--- src/rtl/core/chtd_pkg.sv ---
// chtd_pkg: shared types and constants of the cheat code text decoder
// used by chtd_store, chtd_decode and cheat_code_text_decoder_core
package chtd_pkg;

  localparam int unsigned Slots  = 11;
  localparam int unsigned PosSat = 12;

  // bit positions inside the separator record
  localparam int unsigned SepDash3  = 0;
  localparam int unsigned SepColon4 = 1;
  localparam int unsigned SepColon7 = 2;
  localparam int unsigned SepDash7  = 3;

  typedef enum logic [2:0] {
    FMT_NONE        = 3'd0,
    FMT_COLON_SHORT = 3'd1,
    FMT_COLON_CMP   = 3'd2,
    FMT_DASH_SHORT  = 3'd3,
    FMT_DASH_CMP    = 3'd4
  } format_e;

  // store contents as seen by the decoder, current character included
  typedef struct packed {
    logic [3:0]             len;
    logic [3:0]             sep;
    logic [Slots-1:0][3:0]  digits;
    logic [Slots-1:0]       marks;
  } store_view_t;

  typedef struct packed {
    logic       code_ok;
    format_e    format_kind;
    logic [15:0] target_address;
    logic [7:0]  new_value;
    logic [7:0]  compare_value;
    logic        has_compare;
  } result_t;

endpackage

--- src/rtl/core/chtd_store.sv ---
// chtd_store: character position counter, nibble store, non-hex marks, separator record
// depends on chtd_pkg
module chtd_store (
  input  logic                  clk_i,
  input  logic                  rst_ni,
  input  logic                  adv_i,
  input  logic [7:0]            char_i,
  input  logic                  last_i,
  output chtd_pkg::store_view_t view_o
);

  localparam logic [7:0] ChDash  = 8'h2D;
  localparam logic [7:0] ChColon = 8'h3A;

  logic [3:0] pos_q, pos_d, pos_inc;
  logic [3:0] sep_q, sep_d, sep_next;
  logic [chtd_pkg::Slots-1:0][3:0] digits_q;
  logic [chtd_pkg::Slots-1:0]      marks_q;
  logic [7:0] up_char;
  logic [3:0] nib;
  logic       bad;
  logic       in_range;

  always_comb begin
    // fold lower case to upper case
    if (char_i >= 8'h61 && char_i <= 8'h7A) begin
      up_char = char_i - 8'd32;
    end else begin
      up_char = char_i;
    end
    if (up_char >= 8'h30 && up_char <= 8'h39) begin
      nib = 4'(up_char - 8'h30);
      bad = 1'b0;
    end else if (up_char >= 8'h41 && up_char <= 8'h46) begin
      nib = 4'(up_char - 8'h37);
      bad = 1'b0;
    end else begin
      nib = 4'd0;
      bad = 1'b1;
    end
  end

  assign in_range = (pos_q < 4'(chtd_pkg::Slots));
  assign pos_inc  = (pos_q < 4'(chtd_pkg::PosSat)) ? pos_q + 4'd1 : pos_q;

  always_comb begin
    sep_next = sep_q;
    if (in_range) begin
      if (pos_q == 4'd3 && up_char == ChDash)  sep_next[chtd_pkg::SepDash3]  = 1'b1;
      if (pos_q == 4'd4 && up_char == ChColon) sep_next[chtd_pkg::SepColon4] = 1'b1;
      if (pos_q == 4'd7 && up_char == ChColon) sep_next[chtd_pkg::SepColon7] = 1'b1;
      if (pos_q == 4'd7 && up_char == ChDash)  sep_next[chtd_pkg::SepDash7]  = 1'b1;
    end
  end

  always_comb begin
    view_o.len    = pos_inc;
    view_o.sep    = sep_next;
    view_o.digits = digits_q;
    view_o.marks  = marks_q;
    if (in_range) begin
      view_o.digits[pos_q] = nib;
      view_o.marks[pos_q]  = bad;
    end
  end

  assign pos_d = last_i ? 4'd0 : pos_inc;
  assign sep_d = last_i ? 4'd0 : sep_next;

  always_ff @(posedge clk_i or negedge rst_ni) begin
    if (!rst_ni) begin
      pos_q <= 4'd0;
      sep_q <= 4'd0;
    end else if (adv_i) begin
      pos_q <= pos_d;
      sep_q <= sep_d;
    end
  end

  // entries are read only below the current length, so no reset
  always_ff @(posedge clk_i) begin
    if (adv_i) begin
      digits_q <= view_o.digits;
      marks_q  <= view_o.marks;
    end
  end

endmodule

--- src/rtl/core/chtd_decode.sv ---
// chtd_decode: layout match and field assembly for one finished code
// depends on chtd_pkg
module chtd_decode (
  input  chtd_pkg::store_view_t view_i,
  output chtd_pkg::result_t     result_o
);

  logic [3:0] d [chtd_pkg::Slots];
  logic [chtd_pkg::Slots-1:0] m;
  logic bad_cs, bad_cc, bad_ds, bad_dc;
  logic [7:0] raw;

  always_comb begin
    for (int i = 0; i < int'(chtd_pkg::Slots); i++) begin
      d[i] = view_i.digits[i];
    end
  end
  assign m = view_i.marks;

  assign bad_cs = m[0] | m[1] | m[2] | m[3] | m[5] | m[6];
  assign bad_cc = bad_cs | m[8] | m[9];
  assign bad_ds = m[0] | m[1] | m[2] | m[4] | m[5] | m[6];
  assign bad_dc = bad_ds | m[8] | m[10];
  assign raw    = {d[8], d[10]};

  always_comb begin
    result_o = '0;
    result_o.format_kind = chtd_pkg::FMT_NONE;
    if (view_i.len == 4'd7 && view_i.sep[chtd_pkg::SepColon4]) begin
      if (!bad_cs) begin
        result_o.code_ok        = 1'b1;
        result_o.format_kind    = chtd_pkg::FMT_COLON_SHORT;
        result_o.target_address = {d[0], d[1], d[2], d[3]};
        result_o.new_value      = {d[5], d[6]};
      end
    end else if (view_i.len == 4'd10 && view_i.sep[chtd_pkg::SepColon4]
                 && view_i.sep[chtd_pkg::SepColon7]) begin
      if (!bad_cc) begin
        result_o.code_ok        = 1'b1;
        result_o.format_kind    = chtd_pkg::FMT_COLON_CMP;
        result_o.target_address = {d[0], d[1], d[2], d[3]};
        result_o.new_value      = {d[5], d[6]};
        result_o.compare_value  = {d[8], d[9]};
        result_o.has_compare    = 1'b1;
      end
    end else if (view_i.len == 4'd7 && view_i.sep[chtd_pkg::SepDash3]) begin
      if (!bad_ds) begin
        result_o.code_ok        = 1'b1;
        result_o.format_kind    = chtd_pkg::FMT_DASH_SHORT;
        result_o.new_value      = {d[0], d[1]};
        result_o.target_address = {d[6], d[2], d[4], d[5]} ^ 16'hF000;
      end
    end else if (view_i.len == 4'd11 && view_i.sep[chtd_pkg::SepDash3]
                 && view_i.sep[chtd_pkg::SepDash7]) begin
      if (!bad_dc) begin
        result_o.code_ok        = 1'b1;
        result_o.format_kind    = chtd_pkg::FMT_DASH_CMP;
        result_o.new_value      = {d[0], d[1]};
        result_o.target_address = {d[6], d[2], d[4], d[5]} ^ 16'hF000;
        result_o.compare_value  = {raw[1:0], raw[7:2]} ^ 8'hBA;
        result_o.has_compare    = 1'b1;
      end
    end
  end

endmodule

--- src/rtl/core/cheat_code_text_decoder_core.sv ---
// cheat_code_text_decoder_core: top level of the cheat code text decoder
// depends on chtd_pkg, chtd_store, chtd_decode
//
// channel   dir  tdata                      tuser
// s_axis    in   [7:0] char_code            -        (tlast = is_last)
// m_axis    out  [15:0] target_address,     [0] code_ok, [3:1] format_kind,
//                [23:16] new_value,         [4] has_compare
//                [31:24] compare_value
//
// one character beat per cycle unless a final character is held back by a stalled
// result; a result passes the input register, then store update and decode into
// the output register
// reset clears the character position, the separator record and all valid flags
// a stalled result only holds back a final character; other characters flow on
module cheat_code_text_decoder_core (
  input  logic        clk_i,
  input  logic        rst_ni,
  input  logic        s_axis_tvalid,
  output logic        s_axis_tready,
  input  logic [7:0]  s_axis_tdata,   // [7:0] char_code
  input  logic        s_axis_tlast,   // is_last
  output logic        m_axis_tvalid,
  input  logic        m_axis_tready,
  output logic [31:0] m_axis_tdata,   // [15:0] target_address, [23:16] new_value,
                                      // [31:24] compare_value
  output logic [4:0]  m_axis_tuser    // [0] code_ok, [3:1] format_kind, [4] has_compare
);

  // input register
  logic       s1_valid_q, s1_valid_d;
  logic [7:0] s1_char_q;
  logic       s1_last_q;
  logic       s1_adv;

  // output register
  logic              out_valid_q, out_valid_d;
  chtd_pkg::result_t out_q;
  chtd_pkg::result_t dec_result;
  chtd_pkg::store_view_t view;
  logic              out_load;

  // a character leaves the input register unless it is final and the result
  // slot is still occupied
  assign s1_adv   = s1_valid_q && (!s1_last_q || !out_valid_q || m_axis_tready);
  assign out_load = s1_adv && s1_last_q;
  assign s_axis_tready = !s1_valid_q || s1_adv;

  assign s1_valid_d  = (s_axis_tvalid && s_axis_tready) ? 1'b1
                     : (s1_adv ? 1'b0 : s1_valid_q);
  assign out_valid_d = out_load ? 1'b1 : ((m_axis_tready) ? 1'b0 : out_valid_q);

  always_ff @(posedge clk_i or negedge rst_ni) begin
    if (!rst_ni) begin
      s1_valid_q  <= 1'b0;
      out_valid_q <= 1'b0;
    end else begin
      s1_valid_q  <= s1_valid_d;
      out_valid_q <= out_valid_d;
    end
  end

  always_ff @(posedge clk_i) begin
    if (s_axis_tvalid && s_axis_tready) begin
      s1_char_q <= s_axis_tdata;
      s1_last_q <= s_axis_tlast;
    end
    if (out_load) begin
      out_q <= dec_result;
    end
  end

  // position counter, nibble store and separator record
  chtd_store u_store (
    .clk_i  (clk_i),
    .rst_ni (rst_ni),
    .adv_i  (s1_adv),
    .char_i (s1_char_q),
    .last_i (s1_last_q),
    .view_o (view)
  );

  // layout match on the store contents including the final character
  chtd_decode u_decode (
    .view_i   (view),
    .result_o (dec_result)
  );

  assign m_axis_tvalid = out_valid_q;
  assign m_axis_tdata  = {out_q.compare_value, out_q.new_value, out_q.target_address};
  assign m_axis_tuser  = {out_q.has_compare, out_q.format_kind, out_q.code_ok};

  // input side stalls only behind a final character waiting on a full result slot
  a_stall_cause: assert property (@(posedge clk_i) disable iff (!rst_ni)
    !s_axis_tready |-> (s1_valid_q && s1_last_q && out_valid_q && !m_axis_tready))
    else $error("input stalled without a blocked result");

  // an invalid code carries all-zero fields
  a_invalid_zero: assert property (@(posedge clk_i) disable iff (!rst_ni)
    (m_axis_tvalid && !m_axis_tuser[0]) |-> (m_axis_tdata == 32'd0 && m_axis_tuser == 5'd0))
    else $error("invalid result with nonzero fields");

  // compare flag follows the compare formats
  a_compare_flag: assert property (@(posedge clk_i) disable iff (!rst_ni)
    (m_axis_tvalid && m_axis_tuser[0]) |->
      (m_axis_tuser[4] == (m_axis_tuser[3:1] == chtd_pkg::FMT_COLON_CMP ||
                           m_axis_tuser[3:1] == chtd_pkg::FMT_DASH_CMP)) &&
      (m_axis_tuser[3:1] != chtd_pkg::FMT_NONE))
    else $error("format and compare flag disagree");

  // a result is valid in the cycle after a final character leaves the input register
  a_result_load: assert property (@(posedge clk_i) disable iff (!rst_ni)
    out_load |=> m_axis_tvalid)
    else $error("result lost after final character");

endmodule

--- config.mk ---
export PLATFORM = sky130hd
export DESIGN_NAME = cheat_code_text_decoder_core
export DESIGN_NICKNAME = d
export VERILOG_FILES = /design/src/rtl/core/chtd_pkg.sv /design/src/rtl/core/chtd_store.sv /design/src/rtl/core/chtd_decode.sv /design/src/rtl/core/cheat_code_text_decoder_core.sv
export SDC_FILE = /design/constraint.sdc
export NUM_CORES = 1
export LEC_CHECK = 0
export BUFFER_PORTS_ARGS = -buffer_cell sky130_fd_sc_hd__buf_2
export CORE_ASPECT_RATIO = 1.75
export CORE_MARGIN = 2
export CORE_UTILIZATION = 53
export CTS_CLUSTER_SIZE = 16
export DETAILED_ROUTE_END_ITERATION = 8
export HOLD_SLACK_MARGIN = 0.05
export PLACE_DENSITY = 0.76
export SLEW_MARGIN = 20
export SYNTH_ARGS = -nofsm -noshare
export SYNTH_HDL_FRONTEND = slang
export SYNTH_SLANG_ARGS = --single-unit
--- constraint.sdc ---
create_clock -name clk_i -period 2.5 [get_ports clk_i]
set_input_delay 0.25 -clock clk_i [delete_from_list [all_inputs] [get_ports clk_i]]
set_output_delay 0.25 -clock clk_i [all_outputs]
set_load 0.1 [all_outputs]
; Word level (Yosys, flattened, before mapping)
; Index checks and enable logic that the tools add are counted.
[classes]
n_bitwise = 14
mux = 33
n_addsub = 4
eq_ne = 8
n_reduce_logical = 26
order_cmp = 10
[ops]
columns = cell, n
row1 = $mux W37, 4
row2 = $mux W28, 4
row3 = $mux W55, 1
row4 = $bwmux W44, 1
row5 = $mux W4, 7
row6 = $logic_and A1 B1 Y1, 17
row7 = $demux W4 S4, 1
row8 = $eq A8 B6 Y1 const B, 2
row9 = $ge A8 B7 Y1 const B, 2
row10 = $le A8 B7 Y1 const B, 2
row11 = $eq A4 B3 Y1 const B, 3
row12 = $or A1 B1 Y1, 12
row13 = $bwmux W11, 1
row14 = $mux W1, 11
row15 = $mux W9, 1
row16 = $eq A4 B4 Y1 const B, 2
row17 = $ge A8 B6 Y1 const B, 1
row18 = $le A8 B6 Y1 const B, 1
row19 = $lt A4 B4 Y1 const B, 2
row20 = $mux W8, 1
row21 = $sub A8 B6 Y8 const B, 1
row22 = $lt A4 B5 Y1 const B, 1
row23 = $not A5 Y5, 1
row24 = $add A4 B1 Y4 const B, 1
row25 = other kinds (10), 15
[word_totals]
elab_cells = 120
ff_bits = 111
output_inout_bits = 39
input_bits = 13

; Longest topological paths before layout
; Gate-level depths: netlist of run 1.
[logic_depth]
ltp_word = 21
mapped_depth = 12
depth_no_buf = 10

; By module
; From an unflattened synthesis of run 1, not the netlist that was laid out.
[hier_totals]
hier_cells = 415
hier_area_um2 = 5173.7
[by_module_without_submodules]
columns = mod, n_inst, cells_per_inst, seq_area_each_um2, area_per_inst_um2
row1 = chtd_store, 1, 291, 1851.8, 3113.0
row2 = cheat_code_text_decoder_core, 1, 56, 1431.4, 1488.9
row3 = chtd_decode, 1, 68, 0.0, 571.8

; Worst setup path before layout of run 1
; Ideal clock, no wire load.
[synth_path]
path_kind = flip-flop to flip-flop
start = register out_valid_q, in the netlist m_axis_tvalid
end = register u_store.sep_q[2]
setup_time_ps = 90
path_stages_with_launch = 7
slack_ps = -658
path_buffers = 1
t_arrival_ps = 3068
required_ps = 2410
period_less_slack_ps = 3158
cell_sequence = dfrtp_1 -> nand3_1 -> and2_1 -> clkbuf_1 -> nor2b_1 -> a21oi_1 -> nor2_1
[synth_via]
elab_chain_len = 4
[synth_rtl]
columns = element, line
row1 = "start, declared", cheat_code_text_decoder_core.sv:36  ; logic out_valid_q, out_valid_d;
row2 = "start signal, assigned", cheat_code_text_decoder_core.sv:58  ; out_valid_q <= out_valid_d;
row3 = $logic_not A1 Y1, cheat_code_text_decoder_core.sv:44  ; assign s1_adv = s1_valid_q && (!s1_last_q || !out_valid_q || m_axis_tready);
row4 = $logic_or A1 B1 Y1 (2 in series), cheat_code_text_decoder_core.sv:44
row5 = $logic_and A1 B1 Y1, cheat_code_text_decoder_core.sv:44
row6 = via s1_adv, cheat_code_text_decoder_core.sv:33  ; logic s1_adv;
row7 = "end signal, assigned", chtd_store.sv:76  ; sep_q <= sep_d;
row8 = "end, declared", chtd_store.sv:16  ; logic [3:0] sep_q, sep_d, sep_next;
; The timed path passes the listed nets, and every way through them passes these cells.
; A chain may end at the register's enable or synchronous reset.

==> results of run 1 <==
-- layout make-up --
type | instances | share of cell area (%)
clock buffer | 10 | 3.36
inverter | 18 | 0.992
timing repair buffer | 146 | 17.1
clock inverter | 4 | 0.790
tap | 122 | 2.24
multi-input combinational | 311 | 29.5
sequential | 106 | 46.1
-- Yosys cell counts, drive strengths merged (4+ instances only) --
master   n
a31oi    5
and2     9
nand4    4
a32o     6
buf     15
ha      10
nor3     5
inv     18
dfrtp   10
nand2b   5
edfxtp  96
nor2    31
o21a     6
o32ai    4
nand3    6
o21ai   33
o22ai   21
clkbuf   9
nor3b    4
nor2b    5
nand2   91
a21oi   31
-- power breakdown --
part,internal [µW],switching [µW],leakage [µW]
clock,770,620,0.000131
combinational,303,663,0.00150
sequential,2130,73.5,0.00107
total,3210,1360,0.00270
-- state kept, by name, summed over array words and instances (netlist names) --
name and flops:
u_store.digits_q 40, m_axis_tdata 32, u_store.marks_q 10, s1_char_q 8, m_axis_tuser 5, u_store.pos_q 4
u_store.sep_q 4, m_axis_tvalid 1, s1_last_q 1, s1_valid_q 1
-- metal layers --
metal	global-route usage, %	vias up
met1	28.2	2118
met5	0	-
li1	-	1963
met3	4.78	96
met2	47.7	282
met4	18.0	0
-- repair_timing --
action                                  4_1_cts  5_1_grt
pin swaps                                     7        9
hold buffers                                  1        0
endpoints found under the setup margin       44       46
resized for setup                            45       26
endpoints found under the hold margin        10        0
setup buffers                                13       11
gates cloned                                  3        0
-- per-stage QoR --
| stage | instances | setup WS [ns] | power (µW) | cell area [µm²] |
|---|---|---|---|---|
| floorplan | 459 | -0.113 | 2800 | 5190 |
| global placement | 676 | -0.304 | 3060 | 5990 |
| detailed placement | 676 | -0.398 | 3090 | 5990 |
| CTS | 706 | -0.162 | 4490 | 6610 |
| global route | 717 | -0.329 | 4720 | 6810 |
| finish | 717 | -0.244 | 4560 | 6810 |
-- worst max path at each step --
stage	slack [ns]	end	cells after the start	from
after floorplan	-0.11	m_axis_tdata[6]	11	s1_char_q[1]
after global placement	-0.30	m_axis_tdata[6]	12	s1_char_q[0]
after detailed placement	-0.40	m_axis_tdata[23]	12	s1_char_q[0]
after CTS	-0.16	m_axis_tdata[6]	10	s1_char_q[0]
after global routing	-0.33	m_axis_tdata[23]	12	s1_char_q[0]
final	-0.24	m_axis_tdata[1]	11	s1_char_q[0]
-- critical path: cells and delay by family (launching register included) --
family / cells / cell delay (ns)
and+or+nand+nor: 3 / 0.58
buffers and inverters: 3 / 0.41
DFF: 1 / 0.45
adders and majority gates: 1 / 0.24
AOI/OAI and AO/OA: 4 / 0.80
-- cell families (layout without fill, tap and decap cells) --
kind of cell | Yosys count | in the layout | share of synthesized area [%]
AOI/OAI and AO/OA | 129 | 129 | 16.8
xor gates and xnor gates | 2 | 2 | 0.340
muxes | 1 | 1 | 0.194
and+or+nand+nor | 169 | 169 | 15.4
DFF | 106 | 106 | 60.8
buffers and inverters | 42 | 178 | 4.03
adders and majority gates | 10 | 10 | 2.43
==> impl_metrics.py, run 1 <==
metrics = {
    "drt": {
        "drc_errors": 0,
        "ant_nets": 0,
        "vias": 4459,
        "wl_um": 14700,
        "top_layer_used": "met4",
        "dr.pass1.iters": 5,
        "m1WireLength_um": 4860,
        "met3WireLength_um": 904,
        "drt-vias-per-instance": 6.22,
        "met2WireLength_um": 7820,
        "wl_per_cell_um": 20.5,
        "drt-initial-drc-count": 543,
    },
    "global_route": {
        "track_usage_pct": 26.8,
        "grt_pass1_vias": 4398,
        "grt_pass1_wl_um": 21600,
        "grt_max_degree": 42,
        "grt-ovfl-total": 0,
        "antenna_found_initial": 0,
    },
    "flow_run": {
        "drv_cap": 0,
    },
    "setup_path": {
        "critPathCaptureType": "flip-flop",
        "path_class": "reg2reg",
        "critical_path.max_fanout": 8,
        "worstReg2RegEnd": "m_axis_tdata[1]",
        "rr_worst_depth": 11,
        "path_cells": "ha_2, nor4b_4, and4b_4, a41oi_4, nor2b_4, o2111a_1, buf_6, a21boi_4, buf_6, buf_16, o22ai_2",
        "critPathArrivalTime_ns": 2.84,
        "slowest_stage": "edfxtp_1",
        "r2r_slack_ns": -0.24,
        "critical_path_required_ns": 2.60,
        "timing.rr.start": "s1_char_q[0]",
        "slowest_delay_ns": 0.45,
        "crit_top_cell": "buf_6",
        "critical_path.startpoint_type": "flip-flop",
    },
    "clock_tree": {
        "cts_root_buffer": "clkbuf_16",
        "cts_buffers": 9,
        "cts.htree.levels": 3,
        "cts_tree": "done",
        "clk_pin_slew_ns": 0.07,
        "clk_latency_ns": 0.35,
        "cts_sinks": 106,
        "cts_buffer_depth": 2,
    },
    "status": {
        "status": "finished with violations",
        "failed_checks": "setup timing",
    },
    "logic_synthesis": {
        "avgSynthCellArea_um2": 11.2,
        "synth-async-reset-ratio_pct": 9.43,
        "yosysWarnings": 0,
        "synth_seq_cells": 106,
        "synth_top_cell_by_area": "edfxtp_1",
        "synth-main-ff-cell": "edfxtp_1",
        "mappedNetlistNets": 482,
        "yosys.area.top_type_share_pct": 56.0,
        "yosysSeqAreaShare_pct": 60.8,
        "syn-instance-count": 459,
        "synth_area_um2": 5150,
        "synth_area_leaders": "edfxtp_1 (56%), nand2_1 (6.6%), dfrtp_1 (4.9%), o21ai_0 (3.1%), a21oi_1 (2.9%)",
        "synth_edf_count": 96,
        "yosysUniqueCellTypes": 55,
    },
    "timing": {
        "skew_ns": 0.00758,
        "final.period_utilization_pct": 110,
        "maxSlewViolCount": 0,
        "slew-limit-headroom_pct": 67.3,
        "setup_viol": 37,
        "tns_ns": -6.39,
        "rsz0062_at_grt": "true",
        "max_freq_mhz": 364,
        "min_period_ns": 2.74,
        "tightest_slew_ns": 0.494,
        "hold_viol": 0,
        "timing.final.ws_setup_ns": -0.244,
        "whs_ns": 0.0783,
    },
    "placement": {
        "io_buffers": 51,
        "dp_hpwl_um": 9040,
        "place_congestion": 0.906,
    },
    "final_layout": {
        "final_cell_mix": "edfxtp_1 (96), nand2_1 (90), buf_4 (69)",
        "ff_latch_area_um2": 3140,
        "drive_gt1_share_pct": 34.1,
        "nNetsFinal": 615,
        "synthToLayoutAreaGrowth_pct": 32.2,
        "fillCellCount": 610,
        "final_common_cell": "edfxtp_1",
        "antenna_cells": 0,
        "multi_input_comb_area_um2": 2010,
        "final_util_pct": 71.9,
    },
    "hold_path": {
        "hold_depth": 1,
        "worstHoldEndpoint": "s1_last_q",
        "worstHoldStart": "s_axis_tlast",
        "min_path_type": "in2reg",
    },
    "power_and_ir_drop": {
        "p_leak_uw": 0.00270,
        "ir_drop_mv": 0.527,
        "powerDensity_nw_per_um2": 670,
    },
    "floorplanning": {
        "start_util_pct": 54.4,
        "chipHeight_um": 134,
        "dieArea_um2": 10600,
        "die_w_um": 78.5,
        "rows": 47,
        "ioPinCount": 52,
        "core-area_um2": 9470,
    },
}
Note: power is estimated with default switching activity, not from simulation.
==> run 2: changes to the inputs <==
--- a/config.mk
+++ b/config.mk
@@ -8,11 +8,11 @@
 export BUFFER_PORTS_ARGS = -buffer_cell sky130_fd_sc_hd__buf_2
 export CORE_ASPECT_RATIO = 1.75
 export CORE_MARGIN = 2
-export CORE_UTILIZATION = 53
+export CORE_UTILIZATION = 59
 export CTS_CLUSTER_SIZE = 16
 export DETAILED_ROUTE_END_ITERATION = 8
 export HOLD_SLACK_MARGIN = 0.05
-export PLACE_DENSITY = 0.76
+export PLACE_DENSITY = 0.8
 export SLEW_MARGIN = 20
 export SYNTH_ARGS = -nofsm -noshare
 export SYNTH_HDL_FRONTEND = slang
==> constraint.sdc (replaced) <==
create_clock -name clk_i -period 3.15 [get_ports clk_i]
set_input_delay 0.315 -clock clk_i [delete_from_list [all_inputs] [get_ports clk_i]]
set_output_delay 0.315 -clock clk_i [all_outputs]
set_load 0.1 [all_outputs]
==> run 2 against run 1 <==
  * Utilization decreased by 2.6 points
  * The flow now finishes without violations
  * Clock power decreased by 26%
  * First-iteration DRC count decreased by 7.9%
  * Hold slack improved by 0.057 ns
  * Setup slack improved by 0.43 ns
  * Sequential share of layout area increased by 6.7 points
  * Register-to-register slack improved by 0.43 ns
  * Non-clock buffer count decreased by 66
==> impl_metrics.py, run 2 (synthesis results as in run 1) <==
metrics = {
    "status": {
        "status": "completed",
    },
    "setup_path": {
        "critical_path.max_fanout": 11,
        "critical_path_required_ns": 3.24,
        "critical_path.startpoint_type": "flip-flop",
        "critPathCaptureType": "flip-flop",
        "path_class": "reg2reg",
        "critPathArrivalTime_ns": 3.05,
    },
    "drt": {
        "wl_um": 11600,
        "vias": 3881,
        "dr.pass1.iters": 6,
        "drc_errors": 0,
        "drt-initial-drc-count": 500,
        "ant_nets": 0,
        "wl_per_cell_um": 17.9,
        "drt-vias-per-instance": 5.99,
    },
    "timing": {
        "skew_ns": 0.0125,
        "maxSlewViolCount": 0,
        "tightest_slew_ns": 0.701,
        "min_period_ns": 2.97,
        "hold_viol": 0,
        "max_freq_mhz": 337,
        "rsz0062_at_grt": "false",
        "tns_ns": 0,
        "slew-limit-headroom_pct": 53.3,
        "setup_viol": 0,
        "final.period_utilization_pct": 94.2,
    },
    "clock_tree": {
        "cts_root_buffer": "clkbuf_16",
        "cts_sinks": 106,
        "cts_buffer_depth": 2,
        "clk_pin_slew_ns": 0.07,
        "cts_tree": "done",
        "cts_buffers": 9,
        "clk_latency_ns": 0.36,
        "cts.htree.levels": 3,
    },
    "power_and_ir_drop": {
        "power_uw": 3400,
        "powerDensity_nw_per_um2": 573,
        "p_leak_uw": 0.00231,
        "ir_drop_mv": 0.349,
    },
    "global_route": {
        "grt-ovfl-total": 0,
        "grt_pass1_wl_um": 18100,
        "antenna_found_initial": 0,
        "grt_pass1_vias": 3838,
        "track_usage_pct": 25.6,
        "grt_max_degree": 30,
    },
    "final_layout": {
        "synthToLayoutAreaGrowth_pct": 15.2,
        "largest_reg_flops": 40,
        "antenna_cells": 0,
        "drive_gt1_share_pct": 20.3,
        "nNetsFinal": 549,
        "final_common_cell": "edfxtp_1",
        "top_register": "u_store.digits_q",
        "final_cell_mix": "edfxtp_1 (96), nand2_1 (91), buf_2 (51)",
    },
    "floorplanning": {
        "core-area_um2": 8560,
        "start_util_pct": 60.2,
        "rows": 45,
        "ioPinCount": 52,
        "chipHeight_um": 128,
        "die_w_um": 74.6,
        "dieArea_um2": 9520,
    },
    "placement": {
        "dp_hpwl_um": 8390,
        "io_buffers": 51,
        "place_congestion": 0.877,
    },
    "hold_path": {
        "min_path_type": "in2reg",
    },
    "flow_run": {
        "drv_cap": 0,
    },
}
## run 2: cell count changes in the layout (fill, tap and decap cells not counted), sizes merged
cell	before	now
buf	144	79
clkinv	0	4
bufbuf	1	0
bufinv	1	0
clkinvlp	2	1
## run 2: per-layer routing
metal / GRT usage, % / wire [µm] / part of all wire, %
met1: 29.6 / 4290 / 37
met2: 42.8 / 6160 / 53
met3: 5.28 / 663 / 5.7
met4: 14.7 / 493 / 4.2
met5: 0 / 0 / 0
## run 2: worst max-delay path, cell delays in order, from the launching register on
cell      delay [ns]
edfxtp_1        0.46
inv_1           0.16
ha_1            0.21
nor4b_4         0.22
and4b_4         0.25
a41oi_2         0.22
nor2b_2         0.12
buf_4           0.18
o311a_1         0.38
buf_4           0.18
nand3_2         0.16
o21ai_0         0.15
## run 2: cell type report
type	instances	area, µm²
clock buffers	10	229
inverters	18	67.6
flip-flops and latches	106	3130
well taps	117	146
multi-input cells	311	1820
fillers	671	2620
repair buffers	80	500
clock inverters	6	42.5
## run 2: worst paths after layout
check / startpoint / end / slack [ns] / depth (start not counted)
setup / recovery: s1_char_q[0] / m_axis_tuser[2] / 0.18 / 11
hold / removal: s_axis_tdata[0] / s1_char_q[0] / 0.14 / 1
setup reg to reg: s1_char_q[0] / m_axis_tuser[2] / 0.18 / 11
hold reg to reg: u_store.sep_q[2] / u_store.sep_q[2] / 0.50 / 2
max in group asynchronous: rst_ni / u_store.sep_q[0] / 2.58 / 2
min in group asynchronous: rst_ni / u_store.pos_q[0] / 0.36 / 2
## run 2: power by group
group | internal, µW | switching, µW | leakage, µW
Clock | 537 | 496 | 0.000130
Combinational | 166 | 452 | 0.00111
Sequential | 1690 | 58.9 | 0.00107
Total | 2400 | 1010 | 0.00231
## run 2: metrics by stage
stage / std cells / hold slack [ns] / area (µm²) / utilization (%) / worst slack (ns)
2_1_floorplan: 459 / 0.0194 / 5150 / - / 0.0720
3_3_place_gp: 630 / 0.186 / 5630 / 65.8 / 0.181
3_5_place_dp: 630 / 0.194 / 5630 / 65.8 / 0.129
4_1_cts: 647 / 0.132 / 5910 / 69.1 / 0.115
5_1_grt: 648 / 0.131 / 5940 / 69.4 / 0.0356
6_report: 648 / 0.136 / 5940 / 69.4 / 0.182
## run 2: what timing repair did
item	in CTS	in global routing
hold buffers	1	0
gates resized for setup	0	2
endpoints found under the setup margin	0	25
endpoints found under the hold margin	10	0
buffers inserted	0	1
==> run 3: changes to the inputs <==
--- a/config.mk
+++ b/config.mk
@@ -12,8 +12,9 @@
 export CTS_CLUSTER_SIZE = 16
 export DETAILED_ROUTE_END_ITERATION = 8
 export HOLD_SLACK_MARGIN = 0.05
-export PLACE_DENSITY = 0.8
+export PLACE_DENSITY_LB_ADDON = 0.12
 export SLEW_MARGIN = 20
 export SYNTH_ARGS = -nofsm -noshare
 export SYNTH_HDL_FRONTEND = slang
 export SYNTH_SLANG_ARGS = --single-unit
+export TNS_END_PERCENT = 1
==> run 3 against run 2 <==
  * Clock power rose by 23%
  * First-iteration DRC count shrank 49%
  * Cell area up 0.23%
  * Via count fell by 1.6%
  * Register-to-register slack got worse by 0.03 ns
  * Final cell count fell by 0.93%
  * Non-clock buffer count shrank 6
  * Fmax decreased by 1.0%
  * Critical endpoint is now m_axis_tdata[10]
  * Largest power group unchanged
==> impl_metrics.py, run 3 (synthesis results as in run 1) <==
metrics = {
    "status": {
        "status": "completed",
    },
    "final_layout": {
        "synthToLayoutAreaGrowth_pct": 15.5,
        "fin_cells": 642,
        "drive_gt1_share_pct": 19.6,
        "nNetsFinal": 543,
        "antenna_cells": 0,
        "final_common_cell": "edfxtp_1",
        "top_register": "u_store.digits_q",
        "final_util_pct": 69.5,
        "final_cell_mix": "edfxtp_1 (96), nand2_1 (91), buf_2 (51)",
        "largest_reg_flops": 40,
    },
    "flow_run": {
        "drv_cap": 0,
    },
    "clock_tree": {
        "postCtsSetupBuffers": 0,
        "clk_pin_slew_ns": 0.07,
        "cts_tree": "done",
        "cts_buffer_depth": 2,
        "cts_sinks": 106,
        "clk_latency_ns": 0.36,
        "cts_root_buffer": "clkbuf_16",
        "cts.htree.levels": 3,
        "cts_buffers": 9,
    },
    "hold_path": {
        "hold_depth": 1,
        "worstHoldStart": "s_axis_tdata[0]",
        "worstHoldEndpoint": "s1_char_q[0]",
        "min_path_type": "in2reg",
    },
    "drt": {
        "drc_errors": 0,
        "drt-initial-drc-count": 254,
        "ant_nets": 0,
        "wl_um": 11600,
        "drt-vias-per-instance": 5.95,
        "wl_per_cell_um": 18.0,
        "vias": 3819,
        "dr.pass1.iters": 5,
    },
    "global_route": {
        "grt_pass1_wl_um": 18000,
        "grt_max_degree": 47,
        "track_usage_pct": 25.5,
        "antenna_found_initial": 0,
        "grt-ovfl-total": 0,
        "grt_pass1_vias": 3710,
    },
    "power_and_ir_drop": {
        "powerDensity_nw_per_um2": 610,
        "p_leak_uw": 0.00232,
        "ir_drop_mv": 0.423,
    },
    "timing": {
        "final.period_utilization_pct": 95.2,
        "rsz0062_at_grt": "false",
        "tns_ns": 0,
        "skew_ns": 0.00617,
        "max_freq_mhz": 333,
        "hold_viol": 0,
        "setup_viol": 0,
        "min_period_ns": 3.00,
        "slew-limit-headroom_pct": 32.5,
        "tightest_slew_ns": 1.01,
        "maxSlewViolCount": 0,
    },
    "setup_path": {
        "critical_path.max_fanout": 15,
        "r2r_slack_ns": 0.15,
        "critPathArrivalTime_ns": 3.11,
        "worstReg2RegEnd": "m_axis_tdata[10]",
        "crit_top_cell": "buf_4",
        "path_cells": "inv_1, ha_1, nor4b_4, and4b_4, a41oi_2, nor2b_2, buf_4, o311a_1, buf_4, a32o_1",
        "critical_path.startpoint_type": "flip-flop",
        "critPathCaptureType": "flip-flop",
        "critical_path_required_ns": 3.26,
        "slowest_delay_ns": 0.46,
        "path_class": "reg2reg",
        "slowest_stage": "edfxtp_1",
        "timing.rr.start": "s1_char_q[0]",
        "rr_worst_depth": 10,
    },
    "placement": {
        "dp_hpwl_um": 7980,
        "place_congestion": 1.00,
        "io_buffers": 51,
        "dp.cells": 625,
    },
    "floorplanning": {
        "rows": 45,
        "dieArea_um2": 9520,
        "chipHeight_um": 128,
        "ioPinCount": 52,
        "start_util_pct": 60.2,
        "die_w_um": 74.6,
        "core-area_um2": 8560,
    },
}
[run 3: final cells by class]
cell class | count | area (µm²)
sequential | 106 | 3130
fill | 685 | 2610
multi-input combinational | 311 | 1820
timing repair buffer | 74 | 443
clock buffer | 9 | 225
tap | 117 | 146
clock inverter | 7 | 118
inverter | 18 | 67.6
[run 3: per-layer routing]
layer,GRT usage (%),routed length [µm],vias up
met4,17.1,588,0
met5,0,0,-
met3,4.26,509,42
met2,42.1,6010,126
met1,29.5,4480,1831
li1,-,-,1820
[run 3: worst max-delay path by stage]
stage               slack, ns     startpoint  cells after the start                to
floorplan                0.07  m_axis_tvalid                      2      s1_char_q[0]
global placement         0.28   s1_char_q[0]                     10  m_axis_tdata[22]
detailed placement       0.16   s1_char_q[0]                     10  m_axis_tdata[10]
CTS                      0.14   s1_char_q[0]                     10  m_axis_tdata[10]
global route             0.02   s1_char_q[0]                     10  m_axis_tdata[10]
finish                   0.15   s1_char_q[0]                     10  m_axis_tdata[10]
[run 3: stage by stage]
| stage | setup WS (ns) | cell area (µm²) | power (µW) | hold WS [ns] |
|---|---|---|---|---|
| global placement | 0.278 | 5590 | 2360 | 0.192 |
| CTS | 0.144 | 5950 | 3640 | 0.128 |
| global route | 0.0198 | 5950 | 3740 | 0.129 |
| floorplan | 0.0720 | 5150 | 2220 | 0.0194 |
| finish | 0.150 | 5950 | 3630 | 0.129 |
| detailed placement | 0.158 | 5590 | 2380 | 0.188 |
[run 3: power breakdown]
| part | total (µW) | switching (µW) | internal (µW) |
|---|---|---|---|
| clock network | 1270 | 498 | 776 |
| registers | 1750 | 60.4 | 1690 |
| logic | 604 | 442 | 162 |
| total | 3630 | 1000 | 2630 |
[run 3: what timing repair did]
item                       in CTS  in global routing
hold buffers                    1                  0
hold endpoints to repair       10                  0
gates resized for setup         0                  1
setup endpoints to repair       0                  7
[run 3: worst max-delay path, delay by kind of cell (launching register included)]
kind,cells,cell delay (ns)
fa+ha+maj,1,0.20
compound gates,3,0.93
buf+inv,3,0.57
flops,1,0.46
simple gates,3,0.59
